## config.mk

```make
export PLATFORM = sky130hd
export DESIGN_NAME = line_rasterizer
export DESIGN_NICKNAME = d
export VERILOG_FILES = /design/src/hdl/lr_pkg.sv /design/src/hdl/lr_fifo.sv /design/src/hdl/lr_front.sv /design/src/hdl/lr_back.sv /design/src/hdl/line_rasterizer.sv
export SDC_FILE = /design/constraint.sdc
export NUM_CORES = 1
export LEC_CHECK = 0
export ABC_CLOCK_PERIOD_IN_PS = 6500
export BUFFER_PORTS_ARGS = -buffer_cell sky130_fd_sc_hd__buf_2
export CAP_MARGIN = 20
export CORE_MARGIN = 2
export CORE_UTILIZATION = 30
export DETAILED_ROUTE_END_ITERATION = 12
export GPL_TIMING_DRIVEN = 0
export HOLD_SLACK_MARGIN = 0.08
export PLACE_DENSITY_LB_ADDON = 0.12
export SYNTH_ARGS = -nofsm -noshare
export SYNTH_HDL_FRONTEND = slang
export SYNTH_SLANG_ARGS = --single-unit
```

## constraint.sdc

```tcl
create_clock -name clk -period 6.5 [get_ports clk]
set_clock_uncertainty 0.05 [all_clocks]
set_input_delay 0.975 -clock clk [delete_from_list [all_inputs] [get_ports clk]]
set_output_delay 0.975 -clock clk [all_outputs]
set_load 0.01 [all_outputs]
```

## src/hdl/lr_pkg.sv

```systemverilog
`timescale 1ns / 1ps
`default_nettype none

package lr_pkg;

	// Command code carried by every request.
	typedef enum logic {
		OP_START = 1'b0,
		OP_NEXT  = 1'b1
	} op_t;

	// Depth of the command queue and of the result queue.
	localparam int QUEUE_DEPTH = 2;

	// Flags that the front end attaches to a decoded request.
	typedef struct packed {
		op_t  op;
		logic x_neg;
		logic y_neg;
		logic single;
	} dec_ctl_t;

	// Flags of one result.
	typedef struct packed {
		logic valid;
		logic last;
	} pix_ctl_t;

endpackage

`default_nettype wire

```

## src/hdl/lr_fifo.sv

```systemverilog
`timescale 1ns / 1ps
`default_nettype none

module lr_fifo #(
	parameter int WIDTH = 8,
	parameter int DEPTH = 2
) (
	input  wire logic             clk,
	input  wire logic             arst_n,
	input  wire logic             push,
	input  wire logic [WIDTH-1:0] wdata,
	output logic                  full,
	input  wire logic             pop,
	output logic [WIDTH-1:0]      rdata,
	output logic                  empty
);

	localparam int PTR_BITS = (DEPTH > 1) ? $clog2(DEPTH) : 1;
	localparam int CNT_BITS = $clog2(DEPTH + 1);

	logic [WIDTH-1:0]    mem_q [DEPTH];
	logic [PTR_BITS-1:0] wr_ptr_q;
	logic [PTR_BITS-1:0] rd_ptr_q;
	logic [CNT_BITS-1:0] count_q;
	logic                do_push;
	logic                do_pop;

	assign full    = (count_q == CNT_BITS'(DEPTH));
	assign empty   = (count_q == '0);
	assign do_push = push && !full;
	assign do_pop  = pop && !empty;
	assign rdata   = mem_q[rd_ptr_q];

	// Pointers and fill count.
	always_ff @(posedge clk or negedge arst_n) begin
		if (!arst_n) begin
			wr_ptr_q <= '0;
			rd_ptr_q <= '0;
			count_q  <= '0;
		end else begin
			if (do_push) begin
				if (wr_ptr_q == PTR_BITS'(DEPTH - 1)) wr_ptr_q <= '0;
				else wr_ptr_q <= wr_ptr_q + 1'b1;
			end
			if (do_pop) begin
				if (rd_ptr_q == PTR_BITS'(DEPTH - 1)) rd_ptr_q <= '0;
				else rd_ptr_q <= rd_ptr_q + 1'b1;
			end
			case ({do_push, do_pop})
				2'b10:   count_q <= count_q + 1'b1;
				2'b01:   count_q <= count_q - 1'b1;
				default: count_q <= count_q;
			endcase
		end
	end

	// Entry storage.
	always_ff @(posedge clk) begin
		if (do_push) begin
			mem_q[wr_ptr_q] <= wdata;
		end
	end

	a_count_bound: assert property (@(posedge clk) disable iff (!arst_n)
		count_q <= CNT_BITS'(DEPTH))
		else $error("queue fill count beyond depth");

	a_count_inc: assert property (@(posedge clk) disable iff (!arst_n)
		do_push && !do_pop |=> count_q == CNT_BITS'($past(count_q) + 1'b1))
		else $error("queue fill count did not follow a lone write");

endmodule

`default_nettype wire

```

## src/hdl/lr_front.sv

```systemverilog
`timescale 1ns / 1ps
`default_nettype none

module lr_front #(
	parameter int COORD_BITS = 12
) (
	input  wire logic                         command,
	input  wire logic signed [COORD_BITS-1:0] from_x,
	input  wire logic signed [COORD_BITS-1:0] from_y,
	input  wire logic signed [COORD_BITS-1:0] to_x,
	input  wire logic signed [COORD_BITS-1:0] to_y,
	output lr_pkg::dec_ctl_t                  dec_ctl,
	output logic [COORD_BITS-1:0]             span_x,
	output logic [COORD_BITS-1:0]             span_y
);

	logic signed [COORD_BITS:0] dx;
	logic signed [COORD_BITS:0] dy;
	logic signed [COORD_BITS:0] ndx;
	logic signed [COORD_BITS:0] ndy;

	// Signed differences, one bit wider so they never wrap.
	assign dx  = {to_x[COORD_BITS-1], to_x} - {from_x[COORD_BITS-1], from_x};
	assign dy  = {to_y[COORD_BITS-1], to_y} - {from_y[COORD_BITS-1], from_y};
	assign ndx = -dx;
	assign ndy = -dy;

	// Absolute spans, step directions and the single-pixel case.
	always_comb begin
		span_x         = dx[COORD_BITS] ? ndx[COORD_BITS-1:0] : dx[COORD_BITS-1:0];
		span_y         = dy[COORD_BITS] ? ndy[COORD_BITS-1:0] : dy[COORD_BITS-1:0];
		dec_ctl.op     = lr_pkg::op_t'(command);
		dec_ctl.x_neg  = dx[COORD_BITS] || (dx == '0);
		dec_ctl.y_neg  = dy[COORD_BITS] || (dy == '0);
		dec_ctl.single = (dx == '0) && (dy == '0);
	end

endmodule

`default_nettype wire

```

## src/hdl/lr_back.sv

```systemverilog
`timescale 1ns / 1ps
`default_nettype none

module lr_back #(
	parameter int COORD_BITS = 12
) (
	input  wire logic                         clk,
	input  wire logic                         arst_n,
	input  wire logic                         in_empty,
	output logic                              in_pop,
	input  wire lr_pkg::dec_ctl_t             dec_ctl,
	input  wire logic signed [COORD_BITS-1:0] from_x,
	input  wire logic signed [COORD_BITS-1:0] from_y,
	input  wire logic signed [COORD_BITS-1:0] to_x,
	input  wire logic signed [COORD_BITS-1:0] to_y,
	input  wire logic [COORD_BITS-1:0]        span_x,
	input  wire logic [COORD_BITS-1:0]        span_y,
	input  wire logic                         out_full,
	output logic                              out_push,
	output lr_pkg::pix_ctl_t                  pix_ctl,
	output logic signed [COORD_BITS-1:0]      pix_x,
	output logic signed [COORD_BITS-1:0]      pix_y
);

	localparam int ERR_BITS = COORD_BITS + 2;

	logic signed [COORD_BITS-1:0] pos_x_q, pos_y_q, goal_x_q, goal_y_q;
	logic [COORD_BITS-1:0]        span_x_q, span_y_q;
	logic                         x_neg_q, y_neg_q;
	logic signed [ERR_BITS-1:0]   err_q;
	logic                         busy_q;

	logic                         go;
	logic signed [ERR_BITS:0]     e2;
	logic signed [ERR_BITS:0]     sx_ext;
	logic signed [ERR_BITS:0]     neg_sy;
	logic                         step_x;
	logic                         step_y;
	logic signed [COORD_BITS-1:0] nxt_x, nxt_y;
	logic signed [ERR_BITS-1:0]   nxt_err;
	logic                         nxt_last;
	logic signed [ERR_BITS-1:0]   start_err;

	assign go       = !in_empty && !out_full;
	assign in_pop   = go;
	assign out_push = go;

	// One Bresenham step from the stored state.
	always_comb begin
		e2        = {err_q, 1'b0};
		sx_ext    = $signed({3'b000, span_x_q});
		neg_sy    = -$signed({3'b000, span_y_q});
		step_x    = e2 > neg_sy;
		step_y    = e2 < sx_ext;
		nxt_x     = pos_x_q;
		nxt_y     = pos_y_q;
		nxt_err   = err_q;
		if (step_x) begin
			nxt_x   = x_neg_q ? pos_x_q - 1'b1 : pos_x_q + 1'b1;
			nxt_err = nxt_err - $signed({2'b00, span_y_q});
		end
		if (step_y) begin
			nxt_y   = y_neg_q ? pos_y_q - 1'b1 : pos_y_q + 1'b1;
			nxt_err = nxt_err + $signed({2'b00, span_x_q});
		end
		nxt_last  = (nxt_x == goal_x_q) && (nxt_y == goal_y_q);
		start_err = $signed({2'b00, span_x}) - $signed({2'b00, span_y});
	end

	// Result of the request at the head of the command queue.
	always_comb begin
		pix_ctl = '0;
		pix_x   = '0;
		pix_y   = '0;
		case (dec_ctl.op)
			lr_pkg::OP_START: begin
				pix_ctl.valid = 1'b1;
				pix_ctl.last  = dec_ctl.single;
				pix_x         = from_x;
				pix_y         = from_y;
			end
			lr_pkg::OP_NEXT: begin
				if (busy_q) begin
					pix_ctl.valid = 1'b1;
					pix_ctl.last  = nxt_last;
					pix_x         = nxt_x;
					pix_y         = nxt_y;
				end
			end
			default: begin
				pix_ctl = '0;
			end
		endcase
	end

	// Line state update.
	always_ff @(posedge clk or negedge arst_n) begin
		if (!arst_n) begin
			pos_x_q  <= '0;
			pos_y_q  <= '0;
			goal_x_q <= '0;
			goal_y_q <= '0;
			span_x_q <= '0;
			span_y_q <= '0;
			x_neg_q  <= 1'b0;
			y_neg_q  <= 1'b0;
			err_q    <= '0;
			busy_q   <= 1'b0;
		end else if (go) begin
			if (dec_ctl.op == lr_pkg::OP_START) begin
				pos_x_q  <= from_x;
				pos_y_q  <= from_y;
				goal_x_q <= to_x;
				goal_y_q <= to_y;
				span_x_q <= span_x;
				span_y_q <= span_y;
				x_neg_q  <= dec_ctl.x_neg;
				y_neg_q  <= dec_ctl.y_neg;
				err_q    <= start_err;
				busy_q   <= !dec_ctl.single;
			end else if (busy_q) begin
				pos_x_q <= nxt_x;
				pos_y_q <= nxt_y;
				err_q   <= nxt_err;
				busy_q  <= !nxt_last;
			end
		end
	end

	a_never_parked_at_goal: assert property (@(posedge clk) disable iff (!arst_n)
		!(busy_q && (pos_x_q == goal_x_q) && (pos_y_q == goal_y_q)))
		else $error("line still active at its endpoint");

	a_busy_from_start: assert property (@(posedge clk) disable iff (!arst_n)
		$rose(busy_q) |-> $past(go) && ($past(dec_ctl.op) == lr_pkg::OP_START))
		else $error("line became active without a start request");

	a_no_overshoot: assert property (@(posedge clk) disable iff (!arst_n)
		busy_q |-> (x_neg_q || (pos_x_q <= goal_x_q)) && (y_neg_q || (pos_y_q <= goal_y_q)))
		else $error("position stepped past the endpoint");

endmodule

`default_nettype wire

```

## src/hdl/line_rasterizer.sv

```systemverilog
// Bresenham line rasterizer, all octants.
// Requests enter through a queue-style port: a request is taken at a rising
// edge with push high and full low. A start request (command 0) loads both
// endpoints and returns the first pixel; a next request (command 1) advances
// one step along the active line and returns the new pixel. A next request
// with no active line returns a result with pixel_valid low and zero fields.
// Results leave through a second queue-style port: the oldest result is on
// the output ports while empty is low and is taken at an edge with pop high.
// Every request gives exactly one result. A request is held in the command
// queue and its result in the result queue before the result can be popped:
// the front end decodes spans and directions on the way into a two-entry
// command queue, and while the result queue has room the back end performs
// one step per cycle into a two-entry result queue, which sustains one
// request per cycle. When the receiver stalls, the result queue fills, the
// back end stops, then the command queue fills and full rises; nothing is lost.
// Reset clears both queues and leaves no line active.
`timescale 1ns / 1ps
`default_nettype none

module line_rasterizer #(
	parameter int COORD_BITS = 12
) (
	input  wire logic                         clk,
	input  wire logic                         arst_n,
	input  wire logic                         push,
	output logic                              full,
	input  wire logic                         command,
	input  wire logic signed [COORD_BITS-1:0] from_x,
	input  wire logic signed [COORD_BITS-1:0] from_y,
	input  wire logic signed [COORD_BITS-1:0] to_x,
	input  wire logic signed [COORD_BITS-1:0] to_y,
	output logic                              empty,
	input  wire logic                         pop,
	output logic                              pixel_valid,
	output logic signed [COORD_BITS-1:0]      pixel_x,
	output logic signed [COORD_BITS-1:0]      pixel_y,
	output logic                              last_pixel
);

	localparam int CTL_BITS = $bits(lr_pkg::dec_ctl_t);
	localparam int CMD_BITS = CTL_BITS + 6 * COORD_BITS;
	localparam int PIX_BITS = $bits(lr_pkg::pix_ctl_t) + 2 * COORD_BITS;

	lr_pkg::dec_ctl_t             fe_ctl, q_ctl;
	logic [COORD_BITS-1:0]        fe_span_x, fe_span_y, q_span_x, q_span_y;
	logic signed [COORD_BITS-1:0] q_from_x, q_from_y, q_to_x, q_to_y;
	logic [CMD_BITS-1:0]          cmd_wdata, cmd_rdata;
	logic                         cmd_empty, cmd_pop;
	lr_pkg::pix_ctl_t             be_ctl, res_ctl;
	logic signed [COORD_BITS-1:0] be_x, be_y;
	logic [PIX_BITS-1:0]          res_wdata, res_rdata;
	logic                         res_full, res_push;

	// Front end: classify the request and form spans and directions.
	lr_front #(.COORD_BITS(COORD_BITS)) u_front (
		.command (command),
		.from_x  (from_x),
		.from_y  (from_y),
		.to_x    (to_x),
		.to_y    (to_y),
		.dec_ctl (fe_ctl),
		.span_x  (fe_span_x),
		.span_y  (fe_span_y)
	);

	assign cmd_wdata = {fe_ctl, from_x, from_y, to_x, to_y, fe_span_x, fe_span_y};

	// Command queue between front and back end.
	lr_fifo #(.WIDTH(CMD_BITS), .DEPTH(lr_pkg::QUEUE_DEPTH)) u_cmd_q (
		.clk    (clk),
		.arst_n (arst_n),
		.push   (push),
		.wdata  (cmd_wdata),
		.full   (full),
		.pop    (cmd_pop),
		.rdata  (cmd_rdata),
		.empty  (cmd_empty)
	);

	assign {q_ctl, q_from_x, q_from_y, q_to_x, q_to_y, q_span_x, q_span_y} = cmd_rdata;

	// Back end: line state and at most one step per request.
	lr_back #(.COORD_BITS(COORD_BITS)) u_back (
		.clk      (clk),
		.arst_n   (arst_n),
		.in_empty (cmd_empty),
		.in_pop   (cmd_pop),
		.dec_ctl  (q_ctl),
		.from_x   (q_from_x),
		.from_y   (q_from_y),
		.to_x     (q_to_x),
		.to_y     (q_to_y),
		.span_x   (q_span_x),
		.span_y   (q_span_y),
		.out_full (res_full),
		.out_push (res_push),
		.pix_ctl  (be_ctl),
		.pix_x    (be_x),
		.pix_y    (be_y)
	);

	assign res_wdata = {be_ctl, be_x, be_y};

	// Result queue toward the receiver.
	lr_fifo #(.WIDTH(PIX_BITS), .DEPTH(lr_pkg::QUEUE_DEPTH)) u_res_q (
		.clk    (clk),
		.arst_n (arst_n),
		.push   (res_push),
		.wdata  (res_wdata),
		.full   (res_full),
		.pop    (pop),
		.rdata  (res_rdata),
		.empty  (empty)
	);

	assign {res_ctl, pixel_x, pixel_y} = res_rdata;
	assign pixel_valid = res_ctl.valid;
	assign last_pixel  = res_ctl.last;

endmodule

`default_nettype wire

```

# == Yosys cells after proc, flatten, opt, wreduce, memory -nomap -nowiden ==
# Memory sizes are Yosys's and may differ from the RTL's.
# Cells that the tools add are included.
# word_totals
reg_bits,97
ramBits,204
input_bits,53
output_inout_bits,28
elab_cells,105
memories,2
# classes
n_addsub,20
magnitude_cmp,2
n_eq_ne,9
muxes,32
bitwise,1
n_reduce_logical,23
# memory_table
memory,words,width,rd,rd_clocked_by_memory_dff,wr,line_no,text
u_cmd_q.mem_q,2,76,1,0,1,lr_fifo.sv:21,logic [WIDTH-1:0] mem_q [DEPTH];
u_res_q.mem_q,2,26,1,0,1,lr_fifo.sv:21,
# ops
cell,count
$mux 12,12
$mux 14,4
$pmux 12 s2,2
$sub 12x12->13,3
$logic_not 13->1,2
$add 12x1->12 const B,2
$eq 12x12->1,2
$neg 12->12,2
$sub 12x1->12 const B,2
$gt 15x15->1,1
$lt 15x13->1,1
$neg 12->15,1
$add 14x13->14,1
$sub 14x13->14,1
$pmux 2 s2,3
$mux 1,10
$eq 2x2->1 const B,4
$logic_and 1x1->1,7
$logic_not 1->1,6
$add 1x1->1 const B,4
$add 2x1->2 const B,2
$eq 2x1->1 const B,2
$logic_not 2->1,2
$reduce_and 2->1,2
6 further kinds,9

# == Longest topological paths before layout ==
# Gate-level depths: netlist of run 1.
# logic_depth
depth_word,8
ltp_mapped,27
ltp_nobuf,27

# == Modules after synthesis ==
# Synthesis of run 1 repeated with hierarchy kept, for this count alone.
# unflattened
cells_unflattened,1574
area_unflattened_um2,18049.8
# by_module_without_submodules
module,instances,cells_each,area_each_um2,seq_area_each_um2
lr_back,1,953,8131.5,2227.1
lr_fifo (u_cmd_q),1,255,5814.3,4664.5
lr_fifo (u_res_q),1,99,2173.3,1661.6
lr_front,1,267,1930.6,0.0

# == Worst setup path after synthesis of run 1 ==
# No wires, ideal clock.
# synth_path
path_type,register -> register
startpoint,register u_back.span_y_q[3]
endpoint,register u_back.err_q[13]
setup_ns,0.082
arrival_ns,5.082
t_required_ns,6.368
setup_slack_ns,1.286
path_stages_with_launch,27
n_path_buf,1
period_less_slack_ns,5.214
cell_sequence,dfrtp_1 -> inv_1 -> nand4_1 -> nor3_1 -> nand3_1 -> nor2_1 -> xnor2_1 -> ha_1 -> o21ai_0 -> o21a_1 -> o31ai_1 -> nor3_1 -> nor2_1 -> clkbuf_1 -> nand2_1 -> o31ai_1 -> ha_1 -> nand3_1 -> o2111ai_1 -> a41oi_1 -> nor2b_1 -> o41ai_1 -> nor4_1 -> nor4_1 -> xnor2_1 -> nand2_1 -> a31oi_1
# synth_between
elab_chain_cells,7
word_cells_on_any_way,8
cone_classes,add/sub (3); order compare (1); mux (4)
# synth_lines
element,line_no,text
"start, declared",lr_back.sv:28,"logic [COORD_BITS-1:0] span_x_q, span_y_q;"
"start signal, assigned",lr_back.sv:116,span_y_q <= span_y;
$neg 12->15,lr_back.sv:52,"neg_sy = -$signed({3'b000, span_y_q});"
$gt 15x15->1,lr_back.sv:53,step_x = e2 > neg_sy;
$mux 14 (*),lr_back.sv:58,if (step_x) begin
$add 14x13->14,lr_back.sv:64,"nxt_err = nxt_err + $signed({2'b00, span_x_q});"
$mux 14 (*),lr_back.sv:62,if (step_y) begin
$mux 14 (*),lr_back.sv:121,end else if (busy_q) begin
$mux 14 (*),lr_back.sv:110,if (dec_ctl.op == lr_pkg::OP_START) begin
"end signal, assigned",lr_back.sv:119,err_q <= start_err;
"end signal, assigned",lr_back.sv:124,err_q <= nxt_err;
"end, declared",lr_back.sv:30,logic signed [ERR_BITS-1:0] err_q;
# Mark *: on every way between the ends. The rest lies on a longest branch, timed or not. The select of a mux whose other input is x is not followed.
# A chain may end at the register's enable or synchronous reset.

# == Final worst setup path of run 1 ==
# layout_path
startpoint,register u_back.span_y_q[2]
endpoint,register u_back.err_q[12]
# Same word-level chain as after synthesis.

==> results of run 1 <==
==> flip-flops by register name, indices dropped and copies added (netlist names), 12 cells and up <==
| signal | count |
|---|---|
| u_cmd_q.mem_q | 152 |
| u_res_q.mem_q | 52 |
| u_back.err_q | 14 |
| u_back.goal_x_q | 12 |
| u_back.goal_y_q | 12 |
| u_back.pos_x_q | 12 |
| u_back.pos_y_q | 12 |
| u_back.span_x_q | 12 |
| u_back.span_y_q | 12 |
==> worst register-to-register path: stages, from the launching register on <==
cell	delay, ns
dfrtp_1	0.44
inv_1	0.16
nand4_1	0.18
nor3_2	0.20
and4_1	0.28
nand3_1	0.13
nor2_1	0.12
ha_1	0.25
a21o_1	0.18
a21oi_1	0.27
o31ai_4	0.17
or3_1	0.43
nand2_2	0.26
buf_2	0.30
a21oi_1	0.12
ha_1	0.20
inv_1	0.08
fa_1	0.21
nor2b_1	0.07
o21ai_0	0.25
a21oi_1	0.16
o221ai_1	0.35
o21ai_2	0.14
a211oi_1	0.31
nor3_2	0.08
xnor2_1	0.14
o31a_1	0.24
o22ai_1	0.14
==> routing by layer <==
layer	wire, um	part of all wire [%]	track usage, %
met5	0	0	0
met4	2241	4.3	7.676
met3	2010	3.8	2.591
met2	23700	45	27.95
met1	24590	47	23.75
==> area by class of cell <==
cell class	count	area, um^2
fillers	5775	37320
inverters	93	349.1
clock buffers	45	955.9
well taps	765	957.2
multi-input cells	1174	8373
plain buffers	54	210.2
clock inverters	21	198.9
repair buffers	89	559.3
flip-flops and latches	301	8553
==> per-stage QoR <==
step	worst slack (ns)	util, %	setup TNS [ns]	instance area (um^2)	instances
after global routing	0.03411	35.07	0	20160	2542
final	0.4849	35.07	0	20160	2542
after CTS	0.02512	34.91	0	20070	2540
after global placement	-1.049	32.58	-78.95	18730	2467
after detailed placement	-0.5209	32.86	-1.005	18880	2473
after floorplan	1.286	-	0	17370	1622
==> final timing paths <==
path                                    start            endpoint  slack, ns  cells after the start
max in group asynchronous              arst_n   u_back.pos_y_q[1]       5.40                      2
setup reg to reg           u_back.span_y_q[2]    u_back.err_q[12]       0.48                     27
setup / recovery           u_back.span_y_q[2]    u_back.err_q[12]       0.48                     27
hold reg to reg            u_cmd_q.count_q[1]  u_cmd_q.count_q[1]       0.45                      1
hold / removal                         arst_n  u_back.goal_x_q[3]       0.30                      1
min in group clk           u_cmd_q.count_q[1]  u_cmd_q.count_q[1]       0.45                      1
==> cell usage after synthesis, types with 3 or more instances <==
library cell / instances
edfxtp_1: 204
nand2_1: 150
nor2_1: 142
ha_1: 112
o21ai_0: 102
dfrtp_1: 97
a21oi_1: 96
inv_1: 93
xnor2_1: 93
mux2i_1: 68
mux2_2: 49
clkbuf_1: 46
xor2_1: 40
nor3_1: 33
nand3_1: 28
nor2b_1: 21
a21o_1: 17
a211oi_1: 16
or3_1: 15
o31ai_1: 14
a31oi_1: 12
nand2b_1: 11
nor4_1: 10
o21a_1: 10
o22ai_1: 9
nand4_1: 8
o2111ai_1: 8
and3_1: 7
fa_1: 7
o211ai_1: 7
o21bai_1: 7
a211o_1: 6
a21boi_0: 6
or2_2: 6
o41ai_1: 5
or4_1: 5
and2_1: 4
buf_1: 4
buf_2: 4
a22o_1: 3
a31o_2: 3
==> cells by family after synthesis <==
| kind of cell | count (synthesis) |
|---|---|
| adder cells (fa/ha/maj) | 119 |
| multiplexers | 117 |
| flip-flops | 301 |
| AO/OA/AOI/OAI | 352 |
| AND/OR/NAND/NOR | 451 |
| XOR/XNOR | 135 |
| buffers and inverters | 147 |
==> timing repair <==
| item | CTS | global route |
|---|---|---|
| resized for setup | 7 | 15 |
| endpoints found under the setup margin | 5 | 4 |
| setup buffers | 1 | 2 |
| pin swaps | 0 | 1 |
| gates cloned | 0 | 0 |
| hold endpoints to repair | 0 | 0 |
==> metrics.cfg, run 1 <==
[floorplanning]
floorplan.die.height_um = 244.6
ioPinCount = 81
rows = 88
placeableCoreArea_um2 = 57480
die_width_um = 244.6
initial_util_pct = 30.22
fp.dieArea_um2 = 59840

[timing]
slew_headroom_pct = 28.53
worst_hold_slack_after_final_layout_ns = 0.2990
fmax_mhz = 166.3
worstMarginPinSlew_ns = 1.072
final_max_tran_viols = 0
rsz0062_at_grt = no
timing.final.setup_violations = 0
layout_min_cycle_time_ns = 6.015
finalHoldViolCount = 0
final_min_period_over_clock_period_pct = 92.54

[logic_synthesis]
yosysWarningCount = 0
synth.area.mux_share_pct = 7.095
yosysUniqueCellTypes = 71
synthesis.nets = 1794
synth-adder-area-share_pct = 8.874
syn-mean-instance-area_um2 = 10.71
number_of_enable_type_register_cells_in_the_synthesized_netlist = 204
yosysTopAreaCellShare_pct = 35.27
post_synth_and_or_nand_nor_area_fraction_pct = 11.78
synthCells = 1622
synth_largest_area_cell = edfxtp_1
synthesis.area_um2 = 17370
async_reset_ff_share_pct = 32.23
synth_compound_area_share_pct = 12.84
largest_family_of_logic_cells_by_synthesized_area = compound AO/OA/AOI/OAI gates
ys_seq_area_share_pct = 49.24
post_synth_main_area_contributors = edfxtp_1 35%, dfrtp_1 14%, ha_1 8.1%
synthesis_stage_register_bit_count = 301
synthXorXnorAreaFrac_pct = 6.965
synth-main-ff-cell = edfxtp_1

[cts]
cts.hold.buffers_added = 0
clk_transition_reported_paths_ns = 0.06
cts_tree = yes
cts_buffer_count = 36
cts_buffer_depth = 3
clkLatencyLatePin_ns = 0.56
clock_sinks = 301
root_buffer = clkbuf_16
ctsHtreeMaxLevel = 2

[global_route]
grt_overflow_total = 0
overall_global_routing_usage_pct = 17.57
grt_pass1_wl_um = 78720
grt_max_degree = 59
antenna_violations_before_repair = 0
grt_pass1_vias = 12540

[job]
cap_violations = 0

[cells_and_area]
num_antenna_cells = 0
final_common_cell = edfxtp_1
design.final.nets = 1921
leading_cell_types_in_the_layout_fill_and_taps_excluded = 204 x edfxtp_1, 149 x nand2_1, 139 x nor2_1, 112 x ha_1, 101 x o21ai_0
synthToLayoutAreaGrowth_pct = 16.04
drive_gt1_share_pct = 12.94

[detailed_routing]
drt-total-wl_um = 52540
wl_per_cell_um = 20.67
dr.pass1.iters = 5
detailedRoute.firstIterationViolations = 758
post-route-drc-count = 0
antenna_violating_nets_post_route = 0
vias = 12580
post_drt_via_cell_ratio = 4.950

[placement]
dp.final_hpwl_um = 40560
port_buffers = 80
gp_routability_congestion = 0.9015

[worst_setup_path]
timing.critical_path.buf_inv = 3
critical-path-slowest-cell = dfrtp_1
worst_path_largest_cell_delay_ns = 0.44
path_common_cell = a21oi_1
crit_fanout = 10
critical_path.top_delay_family = compound AO/OA/AOI/OAI gates
criticalPathCategory = flip-flop to flip-flop
timing.critical_path.to_type = flip-flop
setup.worst_path.start_class = flip-flop
worst_ep_arrival_time_ns = 6.43
critPathRequiredTime_ns = 6.91

[hold_path]
holdCritPathClass = input pin to asynchronous set/reset pin

[outcome]
outcome = completed

Power of run 1 is left out: the tool's default activity adds up to more than one toggle a clock period on the data nets, which glitch-free logic cannot reach.
==> run 2: changes to the inputs <==
Settings changed: ABC_AREA from default to 1, ABC_CLOCK_PERIOD_IN_PS 6500 to default.
==> metrics.cfg, run 2 <==
[logic_synthesis]
synthesis.nets = 2143  ; was 1794
synthMostInstantiatedCell = nand2_1  ; was edfxtp_1
synthesis_stage_register_bit_count = 301  ; unchanged
yosysWarningCount = 0  ; unchanged
synthesis.area_um2 = 17670  ; was 17370 um^2
synth.cells.most_frequent = 471 x nand2_1, 244 x inv_1, 204 x edfxtp_1  ; was 204 x edfxtp_1, 150 x nand2_1, 142 x nor2_1
synth_largest_area_cell = edfxtp_1  ; unchanged
yosysUniqueCellTypes = 51  ; was 71
yosysTopAreaCellShare_pct = 34.66  ; was 35.27%
async_reset_ff_share_pct = 32.23  ; unchanged
post_synth_main_area_contributors = edfxtp_1 35%, dfrtp_1 14%, nand2_1 10%  ; was edfxtp_1 35%, dfrtp_1 14%, ha_1 8.1%
number_of_enable_type_register_cells_in_the_synthesized_netlist = 204  ; unchanged
ys_seq_area_share_pct = 48.40  ; was 49.24%
synth-main-ff-cell = edfxtp_1  ; unchanged
syn-mean-instance-area_um2 = 8.966  ; was 10.71 um^2
synthCells = 1971  ; was 1622

[timing]
fin_tns_setup_ns = 0  ; unchanged
worstMarginPinSlew_ns = 1.041  ; was 1.072 ns
final_max_tran_viols = 0  ; unchanged
fmax_mhz = 174.7  ; was 166.3 MHz
timing.final.setup_violations = 0  ; unchanged
finalHoldViolCount = 0  ; unchanged
final_min_period_over_clock_period_pct = 88.08  ; was 92.54%
slew_headroom_pct = 30.60  ; was 28.53%
rsz0062_at_grt = no  ; unchanged
layout_min_cycle_time_ns = 5.725  ; was 6.015 ns
worst_slack_ns = 0.7746  ; was 0.4849 ns

[worst_setup_path]
critPathRequiredTime_ns = 6.86  ; was 6.91 ns
criticalPathCategory = flip-flop to flip-flop  ; unchanged
timing.critical_path.to_type = flip-flop  ; unchanged
worst_path_largest_cell_delay_ns = 0.45  ; was 0.44 ns
crit-reg2reg-capture = u_back.err_q[10]  ; was u_back.err_q[12]
worst_ep_arrival_time_ns = 6.09  ; was 6.43 ns
path_common_cell = nand2_1  ; was a21oi_1
setup.worst_path.start_class = flip-flop  ; unchanged
timing.reg2reg.setup_slack_ns = 0.77  ; was 0.48 ns
reg2regPathDepth = 30  ; was 27
critPathLaunch = u_back.span_y_q[2]  ; unchanged
crit_fanout = 10  ; unchanged
critical_path.reg2reg.startpoint = u_back.span_y_q[2]  ; unchanged
critical-path-slowest-cell = dfrtp_1  ; unchanged

[detailed_routing]
drt-total-wl_um = 55700  ; was 52540 um
vias = 13940  ; was 12580
dr.pass1.iters = 5  ; unchanged
antenna_violating_nets_post_route = 0  ; unchanged
wl_per_cell_um = 19.29  ; was 20.67 um
post-route-drc-count = 0  ; unchanged
post_drt_via_cell_ratio = 4.826  ; was 4.950
detailedRoute.firstIterationViolations = 1022  ; was 758

[job]
cap_violations = 0  ; unchanged

[cells_and_area]
filler_cell_count = 5996  ; was 5775
leading_cell_types_in_the_layout_fill_and_taps_excluded = 471 x nand2_1, 244 x inv_1, 204 x edfxtp_1, 167 x o21ai_0, 122 x nand3_1  ; was 204 x edfxtp_1, 149 x nand2_1, 139 x nor2_1, 112 x ha_1, 101 x o21ai_0
final_common_cell = nand2_1  ; was edfxtp_1
final_cell_area_um2 = 20390  ; was 20160 um^2
final-seq-area_um2 = 8553  ; unchanged
synthToLayoutAreaGrowth_pct = 15.36  ; was 16.04%
top_regs = u_cmd_q.mem_q x152, u_res_q.mem_q x52, u_back.err_q x14  ; unchanged
largest_register_ff_count = 152  ; unchanged
multiInputGateArea_um2 = 7961  ; was 8373 um^2
design.final.nets = 2268  ; was 1921
largest_reg_by_ff_count = u_cmd_q.mem_q  ; unchanged
drive_gt1_share_pct = 9.943  ; was 12.94%

[floorplanning]
placeableCoreArea_um2 = 57920  ; was 57480 um^2
fp.dieArea_um2 = 60860  ; was 59840 um^2
rows = 88  ; unchanged
floorplan.die.height_um = 246.7  ; was 244.6 um
ioPinCount = 81  ; unchanged
die_width_um = 246.7  ; was 244.6 um
initial_util_pct = 30.51  ; was 30.22%

[global_route]
grt_max_degree = 82  ; was 59
antenna_violations_before_repair = 3  ; was 0
grt_pass1_wl_um = 83120  ; was 78720 um
grt_pass1_vias = 13550  ; was 12540
grt_overflow_total = 0  ; unchanged
overall_global_routing_usage_pct = 18.32  ; was 17.57%

[cts]
clock_sinks = 301  ; unchanged
clkLatencyLatePin_ns = 0.54  ; was 0.56 ns
clk_transition_reported_paths_ns = 0.06  ; about the same
root_buffer = clkbuf_16  ; unchanged
ctsHtreeMaxLevel = 2  ; unchanged
cts_buffer_count = 36  ; unchanged
cts_buffer_depth = 3  ; unchanged
cts-resized-gates = 0  ; was 7
cts.hold.buffers_added = 0  ; unchanged
postCtsSetupRepairBufs = 0  ; was 1
cts_tree = yes  ; unchanged

[outcome]
outcome = completed  ; unchanged

[placement]
dp.final_hpwl_um = 43060  ; was 40560 um
gp_routability_congestion = 0.8628  ; was 0.9015
postPlaceCellArea_um2 = 19230  ; was 18880 um^2
post-place-ws_ns = 0.7461  ; was -0.5209 ns
port_buffers = 80  ; unchanged

[hold_path]
holdCritPathClass = input pin to asynchronous set/reset pin  ; unchanged

[run 2: changes by cell type in the layout (fill, tap and decap cells not counted), moves of 25 or more]
cell and delta:
nand2_1 +322, mux2i_1 -56, inv_1 +151, o21ai_0 +66, nor2_1 -25, xnor2_1 -74
xor2_1 +33, nand3_1 +94
[run 2: final cells by class]
class	instances	share of cell area [%]
clock inverter	21	0.9329
tap	765	4.695
timing repair buffer	87	2.793
buffer	56	1.289
multi-input combinational	1366	39.05
inverter	248	4.566
clock buffer	43	4.701
antenna	1	0.01228
sequential	301	41.96
[run 2: cell families after synthesis]
kind of cell | count (synthesis) | synth area share, %
buffers and inverters | 304 | 6.754
XOR/XNOR | 92 | 4.560
AND/OR/NAND/NOR | 764 | 17.77
flip-flops | 301 | 48.40
adder cells (fa/ha/maj) | 119 | 8.723
multiplexers | 47 | 2.917
AO/OA/AOI/OAI | 344 | 10.88
[run 2: worst max-delay path by stage]
stage	end	slack, ns	cells past startpoint
after floorplan	u_cmd_q.mem_q[0][0]	1.59	2
after global placement	u_cmd_q.mem_q[0][55]	-1.60	3
after detailed placement	u_back.err_q[10]	0.75	32
after CTS	u_back.err_q[10]	0.71	32
after global routing	u_back.err_q[13]	0.18	31
final	u_back.err_q[10]	0.77	30
[run 2: layer usage]
layer  GRT usage (%)  wire length (um)  vias up
met5               0                12        -
met4           5.050              1244        2
met3           2.247              1780       69
met2           29.02             24860      239
met1           26.27             27810     6738
li1                -                 -     6889
[run 2: worst max-delay path: cells and delay by family, from the launching register on]
family / cells / cell delay, ns
AO/OA/AOI/OAI: 6 / 0.88
buffers and inverters: 4 / 0.79
XOR/XNOR: 2 / 0.32
adder cells (fa/ha/maj): 2 / 0.74
flip-flops: 1 / 0.45
AND/OR/NAND/NOR: 16 / 2.38
[run 2: through the flow]
| step | hold WS (ns) | instances | util (%) |
|---|---|---|---|
| detailed placement | 0.4334 | 2823 | 33.21 |
| global placement | 0.4279 | 2816 | 32.86 |
| global route | 0.2196 | 2887 | 35.19 |
| floorplan | 0.4141 | 1971 | - |
| finish | 0.2279 | 2888 | 35.20 |
| CTS | 0.2076 | 2887 | 35.19 |
Power of run 2 is left out for the same reason.
==> run 3: changes to the inputs <==
Settings changed: CORE_ASPECT_RATIO from default to 1.4.
==> metrics.cfg, run 3 (synthesized netlist as in run 2, its figures left out) <==
[cells_and_area]
design.final.nets = 2268  ; unchanged
leading_cell_types_in_the_layout_fill_and_taps_excluded = 471 x nand2_1, 244 x inv_1, 204 x edfxtp_1, 167 x o21ai_0, 122 x nand3_1  ; unchanged
final-seq-area_um2 = 8553  ; unchanged
top_regs = u_cmd_q.mem_q x152, u_res_q.mem_q x52, u_back.err_q x14  ; unchanged
drive_gt1_share_pct = 9.472  ; was 9.943%
largest_reg_by_ff_count = u_cmd_q.mem_q  ; unchanged
post-route-util_pct = 34.73  ; was 35.20%
filler_cell_count = 5985  ; was 5996
final_common_cell = nand2_1  ; unchanged
num_antenna_cells = 0  ; was 1
multiInputGateArea_um2 = 7950  ; was 7961 um^2
largest_register_ff_count = 152  ; unchanged
synthToLayoutAreaGrowth_pct = 14.88  ; was 15.36%

[worst_setup_path]
timing.critical_path.buf_inv = 2  ; was 4
path_common_cell = nand2_1  ; unchanged
timing.critical_path.to_type = flip-flop  ; unchanged
crit_fanout = 10  ; unchanged
worst_ep_arrival_time_ns = 6.35  ; was 6.09 ns
worst_path_largest_cell_delay_ns = 0.46  ; was 0.45 ns
setup.worst_path.start_class = flip-flop  ; unchanged
critical_path.reg2reg.startpoint = u_back.span_y_q[2]  ; unchanged
reg2regPathDepth = 31  ; was 30
critical_path.top_delay_family = simple AND/OR/NAND/NOR gates  ; unchanged
critical_path_cell_count = 31  ; was 30
criticalPathCategory = flip-flop to flip-flop  ; unchanged
critical-path-slowest-cell = ha_1  ; was dfrtp_1
critPathRequiredTime_ns = 6.92  ; was 6.86 ns
critPathLaunch = u_back.span_y_q[2]  ; unchanged

[global_route]
grt_overflow_total = 0  ; unchanged
grt_pass1_wl_um = 80810  ; was 83120 um
antenna_violations_before_repair = 0  ; was 3
grt_pass1_vias = 13690  ; was 13550
grt_max_degree = 64  ; was 82
overall_global_routing_usage_pct = 17.51  ; was 18.32%

[timing]
finalHoldViolCount = 0  ; unchanged
final_min_period_over_clock_period_pct = 91.19  ; was 88.08%
fmax_mhz = 168.7  ; was 174.7 MHz
final_max_tran_viols = 0  ; unchanged
rsz0062_at_grt = no  ; unchanged
layout_min_cycle_time_ns = 5.927  ; was 5.725 ns
worstMarginPinSlew_ns = 0.9415  ; was 1.041 ns
worst_slack_ns = 0.5726  ; was 0.7746 ns
slew_headroom_pct = 36.57  ; was 30.60%
timing.final.setup_violations = 0  ; unchanged
fin_tns_setup_ns = 0  ; unchanged

[cts]
root_buffer = clkbuf_16  ; unchanged
ctsHtreeMaxLevel = 2  ; unchanged
clock_sinks = 301  ; unchanged
cts_tree = yes  ; unchanged
postCtsSetupRepairBufs = 0  ; unchanged
cts_buffer_count = 34  ; was 36
cts-resized-gates = 0  ; unchanged
clkLatencyLatePin_ns = 0.55  ; was 0.54 ns
cts.hold.buffers_added = 0  ; unchanged
cts_buffer_depth = 3  ; unchanged
clk_transition_reported_paths_ns = 0.06  ; about the same

[placement]
gp_routability_congestion = 0.8632  ; was 0.8628
post-place-ws_ns = 0.5621  ; was 0.7461 ns
dp.final_hpwl_um = 42300  ; was 43060 um
port_buffers = 80  ; unchanged

[hold_path]
holdCritPathClass = input pin to asynchronous set/reset pin  ; unchanged

[detailed_routing]
vias = 13590  ; was 13940
post-route-drc-count = 0  ; unchanged
wl_per_cell_um = 18.40  ; was 19.29 um
antenna_violating_nets_post_route = 0  ; unchanged
post_drt_via_cell_ratio = 4.734  ; was 4.826
dr.pass1.iters = 5  ; unchanged
detailedRoute.firstIterationViolations = 775  ; was 1022
drt-total-wl_um = 52830  ; was 55700 um

[outcome]
outcome = completed  ; unchanged

[floorplanning]
fp.dieArea_um2 = 60890  ; was 60860 um^2
placeableCoreArea_um2 = 58460  ; was 57920 um^2
rows = 105  ; was 88
ioPinCount = 81  ; unchanged
initial_util_pct = 30.23  ; was 30.51%
die_width_um = 209.1  ; was 246.7 um
floorplan.die.height_um = 291.2  ; was 246.7 um

[job]
cap_violations = 0  ; unchanged

==> run 3: cell types whose count changed in the layout (fill, tap and decap cells not counted), sizes merged <==
cell / change
bufinv: -1
buf: +2
clkbuf: -3
diode: -1
inv: +2
==> run 3: layer usage <==
layer	GRT usage [%]	vias to the layer above	share of wire, %
met4	5.749	0	2.8
met5	0	-	0
met3	2.050	65	3.0
li1	-	6894	-
met2	31.06	231	50
met1	22.04	6402	44
==> run 3: cell type report <==
cell class / count / area share (%)
Multi-Input combinational cell: 1366 / 39.16
Sequential cell: 301 / 42.13
Timing Repair Buffer: 89 / 2.897
Clock buffer: 40 / 4.407
Inverter: 248 / 4.585
Buffer: 56 / 1.294
Clock inverter: 22 / 0.9121
Tap cell: 749 / 4.616
==> run 3: path summary, 6_finish.rpt <==
check	to	slack (ns)
hold / removal	u_back.goal_y_q[3]	0.34
max in group asynchronous	u_back.span_x_q[5]	5.34
min in group clk	u_back.goal_y_q[2]	0.45
setup / recovery	u_back.err_q[13]	0.57
setup reg to reg	u_back.err_q[13]	0.57
hold reg to reg	u_back.goal_y_q[2]	0.45
==> run 3: worst reg2reg max path, delay by kind of cell (launching register included) <==
| kind | cells | cell delay (ns) |
|---|---|---|
| compound gates | 5 | 0.94 |
| flops | 1 | 0.45 |
| fa+ha+maj | 2 | 0.77 |
| buf+inv | 2 | 0.40 |
| simple gates | 20 | 2.96 |
| xor+xnor | 2 | 0.32 |
==> run 3: metrics by stage <==
step / area, um^2 / std cells / hold WS [ns]
3_3_place_gp: 19010 / 2800 / 0.4460
2_1_floorplan: 17670 / 1971 / 0.4141
6_report: 20300 / 2871 / 0.3366
4_1_cts: 20300 / 2871 / 0.3365
3_5_place_dp: 19220 / 2809 / 0.4529
5_1_grt: 20300 / 2871 / 0.3551
Power of run 3 is left out for the same reason.
